`src/hdl/rls_pkg.sv`:
```
package rls_pkg;

  localparam int ACTION_W      = 2;
  localparam int POS_W         = 11;
  localparam int VALUE_W       = 32;
  localparam int STEP_W        = 16;
  localparam int INDEX_W       = 10;
  localparam int COUNT_W       = 11;
  localparam int DEPTH_DEFAULT = 1024;

  localparam logic [ACTION_W-1:0] ACT_INSERT = 2'd0;
  localparam logic [ACTION_W-1:0] ACT_ROTATE = 2'd1;
  localparam logic [ACTION_W-1:0] ACT_READ   = 2'd2;

  localparam logic DIR_LEFT = 1'b0;

  typedef struct packed {
    logic capture;
    logic decide;
    logic div_start;
    logic div_step;
    logic rotate;
    logic rd_issue;
    logic rd_latch;
    logic copy_start;
    logic copy_step;
    logic commit;
    logic load_result;
  } rls_cmd_t;

  typedef struct packed {
    logic [ACTION_W-1:0] action;
    logic                ins_ok;
    logic                rd_ok;
    logic                count_zero;
    logic                div_done;
    logic                copy_done;
  } rls_stat_t;

endpackage

```
`src/hdl/rls_ctrl.sv`:
```
module rls_ctrl (
  input  logic               clk,
  input  logic               rst,
  input  logic               in_valid,
  output logic               in_ready,
  output logic               out_valid,
  input  logic               out_ready,
  input  rls_pkg::rls_stat_t stat,
  output rls_pkg::rls_cmd_t  cmd
);

  localparam logic [2:0] S_IDLE    = 3'd0;
  localparam logic [2:0] S_DECODE  = 3'd1;
  localparam logic [2:0] S_DIV     = 3'd2;
  localparam logic [2:0] S_RD_DATA = 3'd3;
  localparam logic [2:0] S_COPY    = 3'd4;
  localparam logic [2:0] S_FINISH  = 3'd5;

  logic [2:0] state;
  logic [2:0] state_next;

  assign in_ready = (state == S_IDLE) && !rst;

  always_comb begin
    cmd        = '0;
    state_next = state;
    unique case (state)
      S_IDLE: begin
        if (in_valid) begin
          cmd.capture = 1'b1;
          state_next  = S_DECODE;
        end
      end
      S_DECODE: begin
        cmd.decide = 1'b1;
        state_next = S_FINISH;
        unique case (stat.action)
          rls_pkg::ACT_INSERT: begin
            if (stat.ins_ok) begin
              cmd.copy_start = 1'b1;
              state_next     = S_COPY;
            end
          end
          rls_pkg::ACT_ROTATE: begin
            if (!stat.count_zero) begin
              cmd.div_start = 1'b1;
              state_next    = S_DIV;
            end
          end
          rls_pkg::ACT_READ: begin
            if (stat.rd_ok) begin
              cmd.rd_issue = 1'b1;
              state_next   = S_RD_DATA;
            end
          end
          default: state_next = S_FINISH;
        endcase
      end
      S_DIV: begin
        if (stat.div_done) begin
          cmd.rotate = 1'b1;
          state_next = S_FINISH;
        end else begin
          cmd.div_step = 1'b1;
        end
      end
      S_RD_DATA: begin
        cmd.rd_latch = 1'b1;
        state_next   = S_FINISH;
      end
      S_COPY: begin
        if (stat.copy_done) begin
          cmd.commit = 1'b1;
          state_next = S_FINISH;
        end else begin
          cmd.copy_step = 1'b1;
        end
      end
      S_FINISH: begin
        // wait here while the previous beat is still held
        if (!out_valid || out_ready) begin
          cmd.load_result = 1'b1;
          state_next      = S_IDLE;
        end
      end
      default: state_next = S_IDLE;
    endcase
  end

  always_ff @(posedge clk) begin
    if (rst) begin
      state     <= S_IDLE;
      out_valid <= 1'b0;
    end else begin
      state <= state_next;
      if (cmd.load_result) begin
        out_valid <= 1'b1;
      end else if (out_ready) begin
        out_valid <= 1'b0;
      end
    end
  end

endmodule

```
`config.mk`:
```
export PLATFORM = sky130hd
export DESIGN_NAME = rls_ctrl
export DESIGN_NICKNAME = d
export VERILOG_FILES = /design/src/hdl/rls_pkg.sv /design/src/hdl/rls_ctrl.sv
export SDC_FILE = /design/constraint.sdc
export NUM_CORES = 1
export LEC_CHECK = 0
export BUFFER_PORTS_ARGS = -buffer_cell sky130_fd_sc_hd__buf_2
export CORE_AREA = 4 4 41 43
export CTS_CLUSTER_SIZE = 40
export DETAILED_ROUTE_END_ITERATION = 6
export DIE_AREA = 0 0 45 47
export GPL_TIMING_DRIVEN = 0
export PLACE_DENSITY_LB_ADDON = 0.3
export SYNTH_ARGS = -nofsm -noshare
export SYNTH_HDL_FRONTEND = slang
export SYNTH_SLANG_ARGS = --single-unit
export TNS_END_PERCENT = 50
```
`constraint.sdc`:
```
create_clock -name clk -period 2.4 [get_ports clk]
set_input_delay 0.12 -clock clk [delete_from_list [all_inputs] [get_ports clk]]
set_output_delay 0.12 -clock clk [all_outputs]
set_load 0.02 [all_outputs]
```
==> impl_metrics.tcl, run 1 <==
set metrics [dict create \
    clk_latency_ns 0.23 \
    ios 24 \
    grt_antenna_before_repair 0 \
    final_common_cell "buf_2" \
    crit_type "reg2out" \
    fin_util 0.399 \
    cts_resized 0 \
    fin_skew_ns 0.000264 \
    first_pass_iters 2 \
    synth.top_cells.by_area "dfxtp_1 22%, nand2b_1 6.9%, nand3b_4 5.5%" \
    yosys.area.top_type "dfxtp_1" \
    drt_iter0_drc 3 \
    crit_fanout 10 \
    period_minus_slack_ns 1.51 \
    cts_buffers 3 \
    setup_viol 0 \
    rows 13 \
    portBuffers 23 \
    ant_nets 0 \
    cts_hold_buf 0 \
    yosys_warnings 0 \
    end_kind "output port" \
    design.core.area_um2 1300 \
    ys_types 27 \
    area_growth_pct 43.1 \
    wl_um 910 \
    antenna_cells 0 \
    post_cts_buffers 0 \
    syn-num-nets 57 \
    vias 415 \
    finalMaxSlewViolations 0 \
    slew_headroom 0.794 \
    drc_errors 0 \
    grt-ovfl-total 0 \
    seq_area_frac_synth 0.221 \
    die_area_um2 2120 \
    worst_path_max_delay_cell "dfxtp_1" \
    syn-cell-area_um2 363 \
    ir_worst_vdd_mv 0.228 \
    synth_seq_cells 4 \
    crit_arrival_ns 1.39 \
    grt_max_degree 11 \
    cts_root_buffer "clkbuf_4" \
    final_cell_mix "25 x buf_2, 5 x nor2_1, 4 x nand2_1, 4 x nand2b_1, 4 x dfxtp_1" \
    start_util 0.279 \
    setup.worst_path.start_class "register" \
    routedWlPerCell_um 10.5 \
    crit_path_frequent_cell "buf_2" \
    required_ns 2.28 \
    hp-class "in2reg" \
    clk_pin_slew_ns 0.04 \
    grt_setup_unrepaired "false" \
    fmax_ghz 0.663 \
    cap_violations 0 \
    status "finished, final reports clean" \
    layout.nets 85 \
    p_leak_nw 0.288 \
    path_delay_family "buffers and inverters" \
    clock_sinks 4 \
    avgSynthCellArea_um2 7.89 \
    h-tree-depth 1 \
    finalHoldViolCount 0 \
    vias_per_cell 4.77 \
    syn_inst 46 \
    critical_path.cell_chain "buf_2 > nand2_1 > nor3_1 > buf_2" \
    tns_ns 0 \
    cts_tree "yes" \
    dp_hpwl_um 756 \
    final_layout_size_suffix_gt1_frac 0.514 \
    cts_max_path_buffers 2 \
    period_share 0.628 \
    die_h_um 47 \
    crit_buf_inv 2 \
    r2r_slack_ns 1.09 \
    die_w_um 45 \
    grt_first_pass_wirelength_um 1470 \
    grt_pass1_vias 366 \
    p_per_area_nw_per_um2 553 \
    yosys.area.top_type_share 0.221 \
    grtUsageTotal 0.0908 \
    slowest_delay_ns 0.37 \
    gp_congestion 0.708 \
    tightestPinTransition_ns 0.308 \
]
==> sequential cells by signal (all words and copies together) (netlist names) <==
name	cells
state	3
out_valid	1
==> synthesized netlist by cell type <==
cell      n
o21ai_0   1
o221a_2   1
and3_1    1
nand3b_4  1
nand2_1   4
o31ai_2   1
a211oi_2  1
buf_2     2
nand3b_1  1
nor4b_1   1
inv_1     3
nor4_1    1
a21oi_1   2
and2b_2   1
a211o_1   1
nand2b_1  4
o22a_1    1
o211ai_2  1
nor3b_1   1
nor2_1    5
or2_2     1
or2b_4    1
nor3_1    3
or2_4     1
a211oi_1  1
dfxtp_1   4
o21a_1    1
==> where the power goes <==
part,leakage [nW],internal (mW),switching (mW),total [mW]
Clock,0.0138,0.0558,0.0259,0.0818
Combinational,0.241,0.0489,0.0718,0.121
Sequential,0.0327,0.0743,0.0105,0.0848
==> layout make-up <==
class	instances	area [µm²]
tap	15	18.8
multi-input combinational	37	262
buffer	2	10.0
inverter	3	11.3
clock buffer	3	22.5
timing repair buffer	23	115
sequential	4	80.1
fill	156	782
==> through the flow <==
stage	worst slack [ns]	instance area [µm²]	power, mW	instances	hold slack [ns]
4_1_cts	0.879	519	0.292	87	0.131
5_1_grt	0.723	519	0.308	87	0.142
2_1_floorplan	0.992	363	0.170	46	0.185
3_5_place_dp	1.10	497	0.208	84	0.374
3_3_place_gp	1.11	497	0.207	84	0.380
6_report	0.893	519	0.287	87	0.137
==> worst paths after layout <==
kind / cells past startpoint / startpoint / endpoint
worst max-delay path: 4 / state[0] / cmd[8]
worst min-delay path: 2 / rst / state[0]
worst max register to register: 4 / state[2] / state[0]
worst min register to register: 2 / state[0] / out_valid
==> cell families (layout without fill, tap and decap cells) <==
family          Yosys count  count (layout)  share of synthesized area
simple gates             26              26                      0.455
compound gates           11              11                      0.266
buf+inv                   5              31                     0.0586
flops                     4               4                      0.221
==> layer usage <==
layer | track usage | vias up | share of wire
met5 | 0 | - | 0
met4 | 0.0175 | 0 | 0
met3 | 0.0268 | 0 | 0.095
met2 | 0.147 | 18 | 0.43
met1 | 0.120 | 177 | 0.47
li1 | - | 220 | -
==> worst register-to-register path, cell delays in order, from the launching register on <==
cell	delay, ns
dfxtp_1	0.49
nand2b_1	0.18
o22a_1	0.24
o211ai_2	0.19
a211oi_2	0.09
(Power assumes the default switching activity.)
==> run 2: changes to the inputs <==
Clock period 2.4 ns to 1.3 ns, I/O delays scaled along.
==> impl_metrics.tcl, run 2 (same netlist as run 1, synthesis figures left out) <==
set metrics [dict create \
    status "finished, final reports clean" \
    die_h_um 47 \
    multiInputGateArea_um2 318 \
    worst_path_max_delay_cell "dfxtp_2" \
    crit_buf_inv 2 \
    nFillCells 130 \
    min_delay_path_depth 2 \
    p_switching_mw 0.227 \
    area_growth_pct 77.2 \
    cts_root_buffer "clkbuf_4" \
    cts_tree "yes" \
    slew_headroom 0.833 \
    setup.worst_path.start_class "register" \
    critical_path.cell_chain "buf_6 > nor4_1 > buf_2" \
    fin_skew_ns 0.00650 \
    required_ns 1.24 \
    p_clk_frac 0.240 \
    final_common_cell "buf_2" \
    final_layout_size_suffix_gt1_frac 0.697 \
    largest_reg_flops 3 \
    antenna_cells 0 \
    use_met2 0.147 \
    period_share 0.999 \
    whs_ns 0.0719 \
    hp-class "in2reg" \
    met1_usage 0.118 \
    p_seq_frac 0.268 \
    clock_sinks 4 \
    die_area_um2 2120 \
    p_per_area_nw_per_um2 966 \
    r2r_cells 5 \
    hp-start "rst" \
    placed_cell_area_um2 503 \
    grt_setup_unrepaired "true" \
    largest_register "state" \
    rr_endpoint "state[0]" \
    tns_ns 0 \
    drt_iter0_drc 3 \
    clk_pin_slew_ns 0.04 \
    rows 13 \
    clk_latency_ns 0.23 \
    grtUsageTotal 0.0948 \
    routedWlPerCell_um 10.2 \
    portBuffers 23 \
    start_util 0.279 \
    vias 438 \
    layout.nets 89 \
    grt_max_degree 11 \
    cts_buffers 3 \
    ios 24 \
    crit_fanout 10 \
    cts_max_path_buffers 2 \
    grt_pass1_vias 384 \
    dp_cells 84 \
    h-tree-depth 1 \
    finalHoldViolCount 0 \
    pwr-share-comb 0.492 \
    vias_per_cell 4.81 \
    crit_type "reg2out" \
    fin_util 0.494 \
    ir_worst_vdd_mv 0.481 \
    grt-busiest-layer "met2" \
    dp_slack_ns 0.00402 \
    grt-ovfl-total 0 \
    p_int_mw 0.394 \
    tightestPinTransition_ns 0.249 \
    ant_nets 0 \
    whs_endpoint "state[0]" \
    r2r_slack_ns 0.04 \
    fin_area_um2 643 \
    reg2reg_from "state[2]" \
    area.sequential_um2 85.1 \
    setup_viol 0 \
    reg_top3 "state (3), out_valid (1)" \
    finalWorstSetupSlack_ns 0.00176 \
    period_minus_slack_ns 1.30 \
    end_kind "output port" \
    grt_antenna_before_repair 0 \
    p_leak_nw 0.325 \
    die_w_um 45 \
    slowest_delay_ns 0.34 \
    fin_cells 91 \
    crit_arrival_ns 1.23 \
    power_mw 0.621 \
    dp_hpwl_um 731 \
    drc_errors 0 \
    cap_violations 0 \
    first_pass_iters 4 \
    final_cell_mix "18 x buf_2, 7 x buf_4, 4 x buf_6" \
    gp_congestion 0.709 \
    finalMaxSlewViolations 0 \
    grt_first_pass_wirelength_um 1500 \
    wl_um 931 \
    fmax_ghz 0.770 \
    path_delay_family "buffers and inverters" \
    grt_use_met3 0.0268 \
    swShare 0.366 \
    design.core.area_um2 1300 \
]
run 2: cell type report:
class	instances	area share
buffer	2	0.0350
clock buffer	3	0.0350
tap	15	0.0292
sequential	4	0.132
inverter	3	0.0175
multi-input combinational	37	0.494
timing repair buffer	27	0.257
run 2: power groups by stage:
| stage | sequential (mW) | clock [mW] | combinational [mW] |
|---|---|---|---|
| 6_report | 0.166 | 0.149 | 0.306 |
| 3_5_place_dp | 0.159 | 0 | 0.227 |
| 2_1_floorplan | 0.158 | 0 | 0.160 |
| 4_1_cts | 0.168 | 0.157 | 0.260 |
| 3_3_place_gp | 0.159 | 0 | 0.227 |
| 5_1_grt | 0.169 | 0.169 | 0.331 |
run 2: worst max path at each step:
stage,start,to,slack (ns),cells after the start
global route,state[0],cmd[8],-0.04,4
CTS,state[2],cmd[7],-0.01,5
finish,state[0],in_ready,0.002,3
detailed placement,state[2],state[0],0.004,4
global placement,state[2],state[0],-0.009,4
floorplan,out_valid,state[0],-0.04,4
run 2: metal layers:
metal  up-vias  routed length, µm
met3         0                 87
li1        229                  -
met4         0                  0
met5         -                  0
met2        22                433
met1       187                410
run 2: worst register-to-register path: stages, from the launching register on:
cell      delay [ns]
dfxtp_4         0.37
buf_4           0.15
nand2b_4        0.14
o22a_1          0.18
o211ai_2        0.22
a211oi_2        0.09
run 2: what timing repair did:
| item | in CTS | in global routing |
|---|---|---|
| pin swaps | 1 | 3 |
| cloned | 0 | 0 |
| setup endpoints to repair | 8 | 9 |
| resized for setup | 15 | 11 |
| hold buffers | 0 | 0 |
| buffers inserted | 1 | 3 |
==> run 3: changes to the inputs <==
Settings changed: PLACE_DENSITY set to 0.56, PLACE_DENSITY_LB_ADDON 0.3 to unset.
==> impl_metrics.tcl, run 3 (same netlist as run 1, synthesis figures left out) <==
set metrics [dict create \
    status "finished, final reports clean" \
    crit_type "reg2reg" \
    placed_cell_area_um2 503 \
    grt_antenna_before_repair 0 \
    dp_hpwl_um 755 \
    cts_hold_buf 0 \
    wl_um 1110 \
    largest_reg_flops 3 \
    portBuffers 23 \
    cts_tree "yes" \
    grt_first_pass_wirelength_um 1610 \
    reg_top3 "state (3), out_valid (1)" \
    min_delay_path_depth 2 \
    die_w_um 45 \
    dp_slack_ns -0.0161 \
    final_layout_size_suffix_gt1_frac 0.711 \
    gp_congestion 0.684 \
    clk_latency_ns 0.24 \
    r2r_slack_ns 0.04 \
    start_util 0.279 \
    setup.worst_path.start_class "register" \
    die_area_um2 2120 \
    final_cell_mix "18 x buf_2, 8 x buf_4" \
    first_pass_iters 4 \
    largest_register "state" \
    tns_ns 0 \
    fin_util 0.501 \
    design.core.area_um2 1300 \
    p_per_area_nw_per_um2 988 \
    ir_worst_vdd_mv 0.526 \
    cts_root_buffer "clkbuf_4" \
    clock_sinks 4 \
    grtUsageTotal 0.110 \
    area.sequential_um2 86.3 \
    r2r_cells 4 \
    rows 13 \
    drc_errors 0 \
    finalHoldViolCount 0 \
    period_minus_slack_ns 1.26 \
    ant_nets 0 \
    layout.nets 89 \
    drt_iter0_drc 7 \
    required_ns 1.46 \
    period_share 0.967 \
    multiInputGateArea_um2 325 \
    antenna_cells 0 \
    grt_setup_unrepaired "true" \
    fmax_ghz 0.795 \
    vias 446 \
    fin_area_um2 652 \
    hp-class "in2reg" \
    vias_per_cell 4.90 \
    finalWorstSetupSlack_ns 0.0428 \
    ios 24 \
    final_common_cell "buf_2" \
    nFillCells 138 \
    clk_pin_slew_ns 0.04 \
    slew_headroom 0.837 \
    tightestPinTransition_ns 0.242 \
    area_growth_pct 79.7 \
    grt_max_degree 11 \
    routedWlPerCell_um 12.2 \
    die_h_um 47 \
    setup_viol 0 \
    whs_ns 0.0887 \
    crit_fanout 4 \
    crit_arrival_ns 1.42 \
    cap_violations 0 \
    end_kind "register" \
    finalMaxSlewViolations 0 \
    grt_pass1_vias 382 \
    cts_buffers 3 \
    grt-ovfl-total 0 \
    p_leak_nw 0.329 \
    h-tree-depth 1 \
    cts_max_path_buffers 2 \
    fin_skew_ns 0.00696 \
]
-- run 3: area by class of cell --
cell class | instances | share of cell area
clock buffers | 3 | 0.0345
plain buffers | 2 | 0.0403
multi-input cells | 37 | 0.499
inverters | 3 | 0.0173
well taps | 15 | 0.0288
repair buffers | 27 | 0.248
flip-flops and latches | 4 | 0.132
-- run 3: path summary, 6_finish.rpt --
kind | startpoint | endpoint
max | out_valid | state[0]
min | rst | state[0]
max reg2reg | out_valid | state[0]
min reg2reg | state[0] | out_valid
-- run 3: where the power goes --
part	total (mW)	leakage, nW	switching [mW]	internal [mW]
Sequential	0.170	0.0342	0.0289	0.141
Combinational	0.314	0.281	0.163	0.151
Clock	0.159	0.0138	0.0559	0.104
-- run 3: metal layers --
metal,routed length [µm],GRT usage,vias to the layer above
met2,557,0.175,20
met4,0,0.0526,0
met3,103,0.0575,0
li1,-,-,227
met1,446,0.120,199
met5,0,0,-
-- run 3: what timing repair did --
| action | CTS | global route |
|---|---|---|
| setup endpoints to repair | 12 | 7 |
| buffers inserted | 2 | 1 |
| resized for setup | 17 | 12 |
| cloned | 0 | 1 |
| pin swaps | 1 | 1 |
| hold endpoints to repair | 0 | 0 |
-- run 3: stage by stage --
step	std cells	power, mW
2_1_floorplan	46	0.318
5_1_grt	91	0.695
4_1_cts	89	0.608
3_3_place_gp	84	0.388
3_5_place_dp	84	0.388
6_report	91	0.644
-- run 3: critical path: stages (launching register included) --
cell and delay (ns):
dfxtp_1 0.32, or2b_4 0.28, or2_4 0.27, o221a_2 0.13, a211oi_2 0.18
